### config.mk
export PLATFORM = sky130hd
export DESIGN_NAME = sha256_byte_stream_digest
export DESIGN_NICKNAME = d
export VERILOG_FILES = /design/src/hw/rtl/sha_pkg.sv /design/src/hw/rtl/sha_msg_buf.sv /design/src/hw/rtl/sha_round_core.sv /design/src/hw/rtl/sha256_byte_stream_digest.sv
export SDC_FILE = /design/constraint.sdc
export NUM_CORES = 2
export LEC_CHECK = 0
export ABC_AREA = 1
export BUFFER_PORTS_ARGS = -buffer_cell sky130_fd_sc_hd__buf_2
export CAP_MARGIN = 20
export CORE_UTILIZATION = 48
export DETAILED_ROUTE_END_ITERATION = 10
export PLACE_DENSITY_LB_ADDON = 0.05
export SYNTH_ARGS = -nofsm -noshare
export SYNTH_HDL_FRONTEND = slang
export SYNTH_SLANG_ARGS = --single-unit
### constraint.sdc
create_clock -name clk -period 11.98 [get_ports clk]
set_input_delay 2.396 -clock clk [delete_from_list [all_inputs] [get_ports clk]]
set_output_delay 2.396 -clock clk [all_outputs]
set_load 0.1 [all_outputs]
### src/hw/rtl/sha_pkg.sv
package sha_pkg;

  // Sequencer states
  typedef enum logic [2:0] {
    ST_IDLE,
    ST_PAD,
    ST_ROUND,
    ST_ADD,
    ST_EMIT
  } state_t;

  typedef logic [31:0] word_t;

  localparam int unsigned BLOCK_WORDS    = 16;
  localparam int unsigned ROUNDS         = 64;
  localparam int unsigned DIGEST_WORDS   = 8;
  localparam int unsigned LEN_START_BYTE = 56;
  localparam logic [7:0]  PAD_MARK       = 8'h80;

  // Round constants
  localparam word_t ROUND_K [ROUNDS] = '{
    32'h428a2f98, 32'h71374491, 32'hb5c0fbcf, 32'he9b5dba5, 32'h3956c25b,
    32'h59f111f1, 32'h923f82a4, 32'hab1c5ed5, 32'hd807aa98, 32'h12835b01,
    32'h243185be, 32'h550c7dc3, 32'h72be5d74, 32'h80deb1fe, 32'h9bdc06a7,
    32'hc19bf174, 32'he49b69c1, 32'hefbe4786, 32'h0fc19dc6, 32'h240ca1cc,
    32'h2de92c6f, 32'h4a7484aa, 32'h5cb0a9dc, 32'h76f988da, 32'h983e5152,
    32'ha831c66d, 32'hb00327c8, 32'hbf597fc7, 32'hc6e00bf3, 32'hd5a79147,
    32'h06ca6351, 32'h14292967, 32'h27b70a85, 32'h2e1b2138, 32'h4d2c6dfc,
    32'h53380d13, 32'h650a7354, 32'h766a0abb, 32'h81c2c92e, 32'h92722c85,
    32'ha2bfe8a1, 32'ha81a664b, 32'hc24b8b70, 32'hc76c51a3, 32'hd192e819,
    32'hd6990624, 32'hf40e3585, 32'h106aa070, 32'h19a4c116, 32'h1e376c08,
    32'h2748774c, 32'h34b0bcb5, 32'h391c0cb3, 32'h4ed8aa4a, 32'h5b9cca4f,
    32'h682e6ff3, 32'h748f82ee, 32'h78a5636f, 32'h84c87814, 32'h8cc70208,
    32'h90befffa, 32'ha4506ceb, 32'hbef9a3f7, 32'hc67178f2
  };

  // Initial hash value
  localparam word_t INIT_H [DIGEST_WORDS] = '{
    32'h6a09e667, 32'hbb67ae85, 32'h3c6ef372, 32'ha54ff53a,
    32'h510e527f, 32'h9b05688c, 32'h1f83d9ab, 32'h5be0cd19
  };

  // Control bundle for the block buffer / schedule window
  typedef struct packed {
    logic       wr;
    logic [7:0] data;
    logic [5:0] fill;
    logic       pad;
    logic       mark;
    logic       len_blk;
    logic       shift;
  } buf_ctl_t;

  // Control bundle for the round core
  typedef struct packed {
    logic       start;
    logic       rnd;
    logic [5:0] idx;
    logic       add;
    logic       reinit;
  } core_ctl_t;

  function automatic word_t big_s0(word_t a);
    return {a[1:0], a[31:2]} ^ {a[12:0], a[31:13]} ^ {a[21:0], a[31:22]};
  endfunction

  function automatic word_t big_s1(word_t e);
    return {e[5:0], e[31:6]} ^ {e[10:0], e[31:11]} ^ {e[24:0], e[31:25]};
  endfunction

  function automatic word_t small_s0(word_t x);
    return {x[6:0], x[31:7]} ^ {x[17:0], x[31:18]} ^ (x >> 3);
  endfunction

  function automatic word_t small_s1(word_t y);
    return {y[16:0], y[31:17]} ^ {y[18:0], y[31:19]} ^ (y >> 10);
  endfunction

endpackage

### src/hw/rtl/sha_msg_buf.sv
module sha_msg_buf (
  input  logic               clk,
  input  sha_pkg::buf_ctl_t  ctl_i,
  input  logic [63:0]        bit_len_i,
  output sha_pkg::word_t     w0_o
);

  sha_pkg::word_t win_r   [sha_pkg::BLOCK_WORDS];
  sha_pkg::word_t win_nxt [sha_pkg::BLOCK_WORDS];
  sha_pkg::word_t pad_w   [sha_pkg::BLOCK_WORDS];
  sha_pkg::word_t sched_w;

  // Padded block: kept bytes, end mark, zero fill, optional bit length
  always_comb begin
    for (int j = 0; j < sha_pkg::BLOCK_WORDS; j++) begin
      for (int k = 0; k < 4; k++) begin
        if (6'(4 * j + k) < ctl_i.fill) begin
          pad_w[j][31 - 8 * k -: 8] = win_r[j][31 - 8 * k -: 8];
        end else if (6'(4 * j + k) == ctl_i.fill && !ctl_i.mark) begin
          pad_w[j][31 - 8 * k -: 8] = sha_pkg::PAD_MARK;
        end else begin
          pad_w[j][31 - 8 * k -: 8] = 8'h00;
        end
      end
    end
    if (ctl_i.len_blk) begin
      pad_w[sha_pkg::BLOCK_WORDS - 2] = bit_len_i[63:32];
      pad_w[sha_pkg::BLOCK_WORDS - 1] = bit_len_i[31:0];
    end
  end

  // Next schedule word from the window taps
  assign sched_w = win_r[0] + sha_pkg::small_s0(win_r[1]) + win_r[9]
                 + sha_pkg::small_s1(win_r[14]);

  // Window update: pad load, schedule shift or byte write
  always_comb begin
    win_nxt = win_r;
    priority if (ctl_i.pad) begin
      win_nxt = pad_w;
    end else if (ctl_i.shift) begin
      for (int i = 0; i < sha_pkg::BLOCK_WORDS - 1; i++) begin
        win_nxt[i] = win_r[i + 1];
      end
      win_nxt[sha_pkg::BLOCK_WORDS - 1] = sched_w;
    end else if (ctl_i.wr) begin
      unique case (ctl_i.fill[1:0])
        2'd0: win_nxt[ctl_i.fill[5:2]][31:24] = ctl_i.data;
        2'd1: win_nxt[ctl_i.fill[5:2]][23:16] = ctl_i.data;
        2'd2: win_nxt[ctl_i.fill[5:2]][15:8]  = ctl_i.data;
        2'd3: win_nxt[ctl_i.fill[5:2]][7:0]   = ctl_i.data;
        default: win_nxt[ctl_i.fill[5:2]][7:0] = ctl_i.data;
      endcase
    end else begin
      win_nxt = win_r;
    end
  end

  always_ff @(posedge clk) begin
    win_r <= win_nxt;
  end

  assign w0_o = win_r[0];

endmodule

### src/hw/rtl/sha_round_core.sv
module sha_round_core (
  input  logic               clk,
  input  logic               rst_n,
  input  sha_pkg::core_ctl_t ctl_i,
  input  sha_pkg::word_t     w_i,
  input  logic [2:0]         rd_sel_i,
  output sha_pkg::word_t     rd_word_o
);

  sha_pkg::word_t hash_r   [sha_pkg::DIGEST_WORDS];
  sha_pkg::word_t hash_nxt [sha_pkg::DIGEST_WORDS];
  sha_pkg::word_t v_r      [sha_pkg::DIGEST_WORDS];
  sha_pkg::word_t v_nxt    [sha_pkg::DIGEST_WORDS];
  sha_pkg::word_t t1;
  sha_pkg::word_t t2;

  // One compression round
  assign t1 = v_r[7] + sha_pkg::big_s1(v_r[4]) + ((v_r[4] & v_r[5]) ^ (~v_r[4] & v_r[6]))
            + sha_pkg::ROUND_K[ctl_i.idx] + w_i;
  assign t2 = sha_pkg::big_s0(v_r[0])
            + ((v_r[0] & v_r[1]) ^ (v_r[0] & v_r[2]) ^ (v_r[1] & v_r[2]));

  // Working variables
  always_comb begin
    v_nxt = v_r;
    priority if (ctl_i.start) begin
      v_nxt = hash_r;
    end else if (ctl_i.rnd) begin
      v_nxt[7] = v_r[6];
      v_nxt[6] = v_r[5];
      v_nxt[5] = v_r[4];
      v_nxt[4] = v_r[3] + t1;
      v_nxt[3] = v_r[2];
      v_nxt[2] = v_r[1];
      v_nxt[1] = v_r[0];
      v_nxt[0] = t1 + t2;
    end else begin
      v_nxt = v_r;
    end
  end

  // Chaining value: feed-forward add or restart
  always_comb begin
    hash_nxt = hash_r;
    priority if (ctl_i.reinit) begin
      hash_nxt = sha_pkg::INIT_H;
    end else if (ctl_i.add) begin
      for (int i = 0; i < sha_pkg::DIGEST_WORDS; i++) begin
        hash_nxt[i] = hash_r[i] + v_r[i];
      end
    end else begin
      hash_nxt = hash_r;
    end
  end

  always_ff @(posedge clk) begin
    if (!rst_n) begin
      hash_r <= sha_pkg::INIT_H;
    end else begin
      hash_r <= hash_nxt;
    end
  end

  always_ff @(posedge clk) begin
    v_r <= v_nxt;
  end

  assign rd_word_o = hash_r[rd_sel_i];

endmodule

### src/hw/rtl/sha256_byte_stream_digest.sv
// Byte beat, no full block or end: taken, and ready again the next cycle.
// Block fill: load, 64 rounds on the single round unit, final add.
// End of message: pad, rounds, add per pad block (one or two); 8 digest beats.
// No bytes are taken while a block is being padded, compressed or emitted.
// Synchronous active-low reset: idle, empty block, length zero, initial hash.
module sha256_byte_stream_digest (
  input  logic        clk,
  input  logic        rst_n,
  input  logic        in_valid,
  output logic        in_stall,
  input  logic [7:0]  in_data_byte,
  input  logic        in_byte_present,
  input  logic        in_end_of_message,
  output logic        out_valid,
  input  logic        out_stall,
  output logic [31:0] out_digest_word,
  output logic [2:0]  out_word_number,
  output logic        out_final_word
);

  sha_pkg::state_t    state_r, state_nxt;
  logic [5:0]         rnd_r, rnd_nxt;
  logic [5:0]         fill_r, fill_nxt;
  logic [60:0]        total_r, total_nxt;
  logic [2:0]         word_r, word_nxt;
  logic               fin_r, fin_nxt;
  logic               last_r, last_nxt;
  logic               mark_r, mark_nxt;
  logic               in_acc;
  logic               out_acc;
  logic               blk_full;
  logic               len_blk;
  sha_pkg::buf_ctl_t  buf_ctl;
  sha_pkg::core_ctl_t core_ctl;
  sha_pkg::word_t     w0;
  sha_pkg::word_t     rd_word;

  assign in_acc   = in_valid && (state_r == sha_pkg::ST_IDLE);
  assign out_acc  = out_valid && !out_stall;
  assign blk_full = in_byte_present && (fill_r == 6'(4 * sha_pkg::BLOCK_WORDS - 1));
  assign len_blk  = mark_r || (fill_r < 6'(sha_pkg::LEN_START_BYTE));

  // Next state
  always_comb begin
    state_nxt = state_r;
    unique case (state_r)
      sha_pkg::ST_IDLE: begin
        if (in_acc) begin
          priority if (blk_full) begin
            state_nxt = sha_pkg::ST_ROUND;
          end else if (in_end_of_message) begin
            state_nxt = sha_pkg::ST_PAD;
          end else begin
            state_nxt = sha_pkg::ST_IDLE;
          end
        end
      end
      sha_pkg::ST_PAD: begin
        state_nxt = sha_pkg::ST_ROUND;
      end
      sha_pkg::ST_ROUND: begin
        if (rnd_r == 6'(sha_pkg::ROUNDS - 1)) begin
          state_nxt = sha_pkg::ST_ADD;
        end
      end
      sha_pkg::ST_ADD: begin
        priority if (last_r) begin
          state_nxt = sha_pkg::ST_EMIT;
        end else if (fin_r) begin
          state_nxt = sha_pkg::ST_PAD;
        end else begin
          state_nxt = sha_pkg::ST_IDLE;
        end
      end
      sha_pkg::ST_EMIT: begin
        if (out_acc && out_final_word) begin
          state_nxt = sha_pkg::ST_IDLE;
        end
      end
      default: state_nxt = sha_pkg::ST_IDLE;
    endcase
  end

  // Outputs and unit control
  always_comb begin
    in_stall          = (state_r != sha_pkg::ST_IDLE);
    out_valid         = (state_r == sha_pkg::ST_EMIT);

    buf_ctl.wr        = in_acc && in_byte_present;
    buf_ctl.data      = in_data_byte;
    buf_ctl.fill      = fill_r;
    buf_ctl.pad       = (state_r == sha_pkg::ST_PAD);
    buf_ctl.mark      = mark_r;
    buf_ctl.len_blk   = len_blk;
    buf_ctl.shift     = (state_r == sha_pkg::ST_ROUND);

    core_ctl.start    = (in_acc && blk_full) || (state_r == sha_pkg::ST_PAD);
    core_ctl.rnd      = (state_r == sha_pkg::ST_ROUND);
    core_ctl.idx      = rnd_r;
    core_ctl.add      = (state_r == sha_pkg::ST_ADD);
    core_ctl.reinit   = out_acc && out_final_word;
  end

  // Counters and message flags
  always_comb begin
    rnd_nxt   = (state_r == sha_pkg::ST_ROUND) ? rnd_r + 6'd1 : 6'd0;
    fill_nxt  = fill_r;
    total_nxt = total_r;
    word_nxt  = word_r;
    fin_nxt   = fin_r;
    last_nxt  = last_r;
    mark_nxt  = mark_r;
    if (in_acc) begin
      if (in_byte_present) begin
        fill_nxt  = fill_r + 6'd1;
        total_nxt = total_r + 61'd1;
      end
      if (in_end_of_message) begin
        fin_nxt = 1'b1;
      end
    end
    if (state_r == sha_pkg::ST_PAD) begin
      fill_nxt = 6'd0;
      if (len_blk) begin
        last_nxt = 1'b1;
      end else begin
        mark_nxt = 1'b1;
      end
    end
    if (out_acc) begin
      word_nxt = word_r + 3'd1;
      if (out_final_word) begin
        fill_nxt  = 6'd0;
        total_nxt = '0;
        fin_nxt   = 1'b0;
        last_nxt  = 1'b0;
        mark_nxt  = 1'b0;
      end
    end
  end

  always_ff @(posedge clk) begin
    if (!rst_n) begin
      state_r <= sha_pkg::ST_IDLE;
      rnd_r   <= '0;
      fill_r  <= '0;
      total_r <= '0;
      word_r  <= '0;
      fin_r   <= 1'b0;
      last_r  <= 1'b0;
      mark_r  <= 1'b0;
    end else begin
      state_r <= state_nxt;
      rnd_r   <= rnd_nxt;
      fill_r  <= fill_nxt;
      total_r <= total_nxt;
      word_r  <= word_nxt;
      fin_r   <= fin_nxt;
      last_r  <= last_nxt;
      mark_r  <= mark_nxt;
    end
  end

  sha_msg_buf u_buf (
    .clk       (clk),
    .ctl_i     (buf_ctl),
    .bit_len_i ({total_r, 3'b000}),
    .w0_o      (w0)
  );

  sha_round_core u_core (
    .clk       (clk),
    .rst_n     (rst_n),
    .ctl_i     (core_ctl),
    .w_i       (w0),
    .rd_sel_i  (word_r),
    .rd_word_o (rd_word)
  );

  // Digest beats straight from the chaining registers
  assign out_digest_word = rd_word;
  assign out_word_number = word_r;
  assign out_final_word  = (word_r == 3'(sha_pkg::DIGEST_WORDS - 1));

  // Final digest beat leaves the block empty and idle
  a_final_clears: assert property (@(posedge clk) disable iff (!rst_n)
    (out_acc && out_final_word) |=> (state_r == sha_pkg::ST_IDLE && fill_r == 6'd0
                                     && total_r == '0))
    else $error("block not cleared after final digest beat");

  // Feed-forward add only after the last round
  a_add_after_rounds: assert property (@(posedge clk) disable iff (!rst_n)
    (state_r == sha_pkg::ST_ADD) |-> ($past(state_r) == sha_pkg::ST_ROUND
                                      && $past(rnd_r) == 6'(sha_pkg::ROUNDS - 1)))
    else $error("hash add without a full round sequence");

  // Pad load always starts a fresh round sequence
  a_pad_starts: assert property (@(posedge clk) disable iff (!rst_n)
    (state_r == sha_pkg::ST_PAD) |=> (state_r == sha_pkg::ST_ROUND && rnd_r == 6'd0))
    else $error("pad block not followed by round zero");

  // Digest beats come in order without a gap in numbering
  a_word_order: assert property (@(posedge clk) disable iff (!rst_n)
    (out_acc && !out_final_word) |=> (out_valid
                                      && out_word_number == 3'($past(out_word_number) + 1)))
    else $error("digest word numbering out of order");

endmodule

After elaboration in Yosys (flattened, before gate mapping) --
Memories as Yosys holds them, arrays and structs flattened. Cells that the tools add are included.
Storage, ports and cells: bits in registers 1106, ROM bits 2048, bits of input ports 14, output and inout port bits 38, memories kept 1
Operators by class: $add $sub $neg 22, $lt $le $gt $ge 69, eq/ne operators 140, muxes and demuxes 181, bitwise gates (word level) 21, reductions and logical operators 148
Memory list:
- (name not given) | depth 64, bits a word 32, read ports 1, clocked after memory_dff 0, write ports 0, RTL line sha_round_core.sv:19 | + sha_pkg::ROUND_K[ctl_i.idx] + w_i;
Operators by type and width (count):
- bitwise mux 512 bit | 4
- one-hot mux 512 bit (4 select lines) | 1
- 2-to-1 mux 512 bit | 3
- 2-to-1 mux 8 bit | 129
- adder 32 bit | 18
- demux 32 bit (select 4 bit) | 4
- 2-to-1 mux 256 bit | 2
- XOR 32 bit | 9
- 2-to-1 mux 61 bit | 4
- equality test 6 bit, first input constant | 32
- < comparator 6 bit, first input constant | 32
- AND 32 bit | 5
- 2-to-1 mux 32 bit | 5
- AND reduction 2 bit | 65
- inequality test 2 bit, second input constant | 57
- binary-select mux 32 bit (select 3 bit) | 1
- equality test 5 x 6 -> 1 bit, first input constant | 16
- < comparator 5 x 6 -> 1 bit, first input constant | 16
- logical AND 1 bit | 71
- 2-to-1 mux 64 bit | 1
- adder 61 x 1 -> 61 bit, second input constant | 1
- equality test 4 x 6 -> 1 bit, first input constant | 8
- < comparator 4 x 6 -> 1 bit, first input constant | 8
- inverter 32 bit | 1
- 43 further kinds | 88

Longest topological paths before layout --
depth in word-level cells 10, mapped depth 44

Hierarchy --
Synthesis repeated with hierarchy kept, for this count alone.
Unflattened totals: cell total of the unflattened synthesis 12091, area, all modules 87803.0 µm²
By module, submodules not included:
- sha_round_core | instances 1, cells each 7258, area an instance 49611.3 µm², sequential area each 12812.3 µm²
- sha_msg_buf | instances 1, cells each 4123, area an instance 33692.3 µm², sequential area each 15374.7 µm²
- sha256_byte_stream_digest | instances 1, cells each 710, area an instance 4499.3 µm², sequential area each 1641.6 µm²

Worst setup path after synthesis --
No wires, ideal clock.
path type input -> register, start point in in_valid, end point reg u_core.v_r[0] (netlist name) (enable), library setup time 1.965 ns, arrival 7.284 ns, required time 10.015 ns, slack 2.731 ns, stages on the path 6, path buffers 2, cells stage by stage inv_1 nor2_4 a21oi_2 buf_2 buf_2 nand2_1
Between the ends: cells in the longest elaborated chain, start to end 4
Ends and longest elaborated chain:
- start, declared | RTL line sha256_byte_stream_digest.sv:9 | input logic in_valid,
- logical AND 1 bit | RTL line sha256_byte_stream_digest.sv:38 | assign in_acc = in_valid && (state_r == sha_pkg::ST_IDLE);
- logical AND 1 bit | RTL line sha256_byte_stream_digest.sv:97 | core_ctl.start = (in_acc && blk_full) || (state_r == sha_pkg::ST_PAD);
- logical OR 1 bit | RTL line sha256_byte_stream_digest.sv:97
- nonzero test 2 bit (no line)
- end signal, assigned | RTL line sha_round_core.sv:65 | v_r <= v_nxt;
- end, declared | RTL line sha_round_core.sv:12 | sha_pkg::word_t v_r [sha_pkg::DIGEST_WORDS];
Every way passes these cells. A chain may end at the register's enable or synchronous reset.

==> results.rst <==
.. list-table::
   :header-rows: 1

   * - Metric
     - Value
   * - Largest fanout on the critical path
     - 15
   * - Worst endpoint data arrival time
     - 10.19 ns
   * - Number of DRC markers after the initial detailed-route iteration
     - 14,300
   * - Smallest setup slack after layout
     - 2.34 ns
   * - Horizontal die dimension
     - 436 um
   * - Area growth from synthesis to final layout
     - 6.84%
   * - Routed Wire Length
     - 429,000 um
   * - Number of storage elements in the synthesis netlist
     - 1,106
   * - Largest net degree at the start of global routing
     - 160
   * - Clock buffers created by TritonCTS
     - 139
   * - Compound-cell area share of the yosys netlist
     - 24.8%
   * - First-pass GRT wire length
     - 614,000 um
   * - Worst Hold Margin
     - 0.465 ns
   * - DRC
     - 0
   * - Area of the mapped netlist
     - 90,600 um2
   * - Number of port buffers
     - 51
   * - Final number of max-transition violations
     - 0
   * - Sequential cell area in the final layout
     - 29,800 um2
   * - TritonCTS sink count
     - 1,106
   * - Main combinational cell family by area after synthesis
     - compound AO/OA/AOI/OAI gates
   * - Grt met2 use
     - 61.3%
   * - FF-to-FF setup slack
     - 2.34 ns
   * - Die Outline Area
     - 191,000 um2
   * - Slowest Stage Delay on Critical Path
     - 0.82 ns
   * - Antenna violations before repair
     - 26
   * - Core area
     - 188,000 um2
   * - Cells resized by post-CTS repair
     - 0
   * - Share of cells above drive strength 1
     - 4.11%
   * - Synthesized netlist net count
     - 13,200
   * - Max Freq
     - 0.104 GHz
   * - Post-Route Utilization
     - 51.6%
   * - Global-route met1 utilization
     - 60.2%
   * - Most Crowded Layer GR
     - met2
   * - Transition time at the pin with the least slew margin
     - 1.28 ns
   * - Hold Path Origin
     - last_r$_SDFF_PN0_
   * - Clock transition at the register clock pins on the worst setup and hold paths after CTS
     - 0.07 ns
   * - Total number of vias
     - 95,700
   * - Unique cell type count in the Yosys netlist
     - 63
   * - Vias in the first global route
     - 87,200
   * - Clock tree root driver cell
     - clkbuf_16
   * - Startpoint of the most critical setup path
     - rnd_r[1]$_SDFF_PN0_
   * - Post-Synth Adder-Cell Area
     - 9.93%
   * - Sequential cell area fraction in the yosys report
     - 32.9%
   * - Gp weighted congestion
     - 1.06
   * - Post-DRT Antenna Nets
     - 0
   * - Accumulated negative setup slack
     - 0 ns
   * - Proportion of synthesized area in mux cells
     - 0.0110%
   * - Count of max-cap constraint violations
     - 0
   * - Max-Slew Margin vs Limit
     - 14.7%
   * - Most used flip-flop cell after synthesis
     - edfxtp_1
   * - Share of synthesized registers carrying an async set or reset
     - 0%
   * - Worst-case clock skew
     - 0.0376 ns
   * - Starting density of the core
     - 48.3%
   * - Startpoint of the worst register-to-register path
     - rnd_r[1]$_SDFF_PN0_
   * - Min-Delay Path Class
     - flop to flop
   * - Final min period
     - 9.64 ns
   * - TritonCTS clock tree
     - built
   * - EDFF count, synth
     - 768
   * - I/O Pins
     - 52
   * - Total area of multi-input combinational cells
     - 52,300 um2
   * - Post-CTS Setup Bufs
     - 0
   * - Avg WL per Cell
     - 29.0 um
   * - Met3 Track Usage GR
     - 13.2%
   * - Period utilization
     - 80.4%
   * - Number of cells on the worst hold path
     - 2
   * - Latest clock arrival within the worst-skew pair
     - 0.82 ns
   * - Detailed-placement wirelength estimate
     - 326,000 um
   * - Number of nets at the end of the flow
     - 12,800
   * - Number of warnings issued by yosys
     - 0
   * - Number of endpoints with negative hold slack in the final report
     - 0
   * - Post-CTS Hold Buffers
     - 0
   * - Number of levels in the clock H-tree
     - 4
   * - CP most frequent cell
     - nand2_1
   * - Slowest CP cell
     - a221oi_1
   * - Critical path type
     - flop to flop
   * - Standard-cell row count
     - 159
   * - Mapped Avg Cell Area
     - 7.22 um2
   * - Final setup violation count
     - 0
   * - Gate count after technology mapping
     - 12,500
   * - Iteration count of the initial detailed-routing pass
     - 7
   * - Parity-gate share of the synthesized area counting xor and xnor cells
     - 3.70%
   * - DR vias/cell
     - 6.47
   * - Hold path endpoint
     - state_r[2]$_SDFFE_PN0P_
   * - Outcome
     - finished clean
   * - Worst Path Required
     - 12.54 ns
   * - Overall track demand over capacity in global routing
     - 43.5%
   * - Synthesized-area fraction occupied by and/or/nand/nor cells
     - 19.1%
   * - Remaining Overflow, GRT
     - 0
   * - Layout fillers
     - 18,700
   * - Setup crit start kind
     - flop
   * - Die Y-Extent
     - 436 um
   * - Endpoint class of the critical path
     - flop
   * - Setup repair after global routing missed its margin
     - no
   * - Pre-CTS worst setup slack
     - 2.75 ns
   * - Reg2Reg Capture Point
     - u_core.v_r[251]$_DFFE_PP_
   * - R2r worst-path depth
     - 32
   * - Clock tree buffer depth
     - 3
## critical path: cells and delay by family (launching register included)
family          cells  cell delay [ns]
fa+ha+maj           7             3.26
simple gates       16             2.65
flops               1             0.74
buf+inv             5             0.92
compound gates      3             1.16
xor+xnor            1             0.63
## Yosys cell counts (102+ instances only)
master	number	share of area, %
nor3_1	106	0.59
a221oi_1	122	1.2
dfxtp_1	338	7.5
o22ai_1	102	0.70
edfxtp_1	768	25
o21ai_0	1220	6.7
xnor2_1	158	1.5
clkbuf_1	452	1.9
nand3_1	496	2.7
buf_2	154	0.85
fa_1	195	4.3
nand4_1	114	0.79
ha_1	399	5.5
xor2_1	225	2.2
a21oi_1	1669	9.2
o211ai_1	328	2.7
nand2_1	2411	10
nor2_1	952	3.9
o21ai_1	157	0.87
inv_1	1512	6.3
## cell usage in the layout, fill, tap and decap left out, types with 195 or more instances in the layout
cell type	Yosys	layout
nand2_1	2411	2407
a21oi_1	1669	1669
inv_1	1512	1508
o21ai_0	1220	1219
nor2_1	952	948
edfxtp_1	768	768
nand3_1	496	496
ha_1	399	398
dfxtp_1	338	334
o211ai_1	328	328
xor2_1	225	225
fa_1	195	195
## metrics by stage
stage / instance area (um2) / cells
2_1_floorplan: 90600 / 12500
3_3_place_gp: 92200 / 14500
3_5_place_dp: 92200 / 14500
4_1_cts: 96700 / 14800
5_1_grt: 96800 / 14800
6_report: 96800 / 14800
## cells by family after synthesis
logic type	after synthesis
compound gates	4009
xor+xnor	383
fa+ha+maj	604
buf+inv	2231
flops	1106
mux	1
simple gates	4213
## area by class of cell
cell class                      instances  share of cell area, %
Inverter                             1555                   6.06
Antenna cell                           11                 0.0284
Multi-Input combinational cell       9210                   54.0
Clock buffer                          183                   3.95
Tap cell                             2495                   3.22
Timing Repair Buffer                  166                   1.21
Clock inverter                         72                  0.713
Sequential cell                      1106                   30.8
## how the worst max path moves through the flow
stage / end / cells after the start / slack [ns]
global placement: u_core.v_r[255]$_DFFE_PP_ / 35 / 2.58
detailed placement: u_core.v_r[246]$_DFFE_PP_ / 35 / 2.75
global route: u_core.v_r[255]$_DFFE_PP_ / 35 / 2.06
CTS: u_core.v_r[251]$_DFFE_PP_ / 32 / 2.72
floorplan: u_core.v_r[0]$_DFFE_PP_ / 6 / 2.73
finish: u_core.v_r[251]$_DFFE_PP_ / 32 / 2.34
## layer usage
layer	up-vias	share of wire, %
met5	-	0.014
met4	10	5.6
met3	1098	14
met2	6854	40
met1	45500	40
li1	42200	-
## sequential cells by signal, indices dropped and copies added (netlist names)
name	count
total_r	61
rnd_r	6
fill_r	6
u_core.hash_r	256
u_buf.win_r	480
fin_r	1
state_r	3
last_r	1
u_buf.w0_o	32
u_core.v_r	256
out_word_number	3
mark_r	1
Power is not shown: default switching activity piles up to over one toggle a cycle in this logic, so the estimate is an artifact.
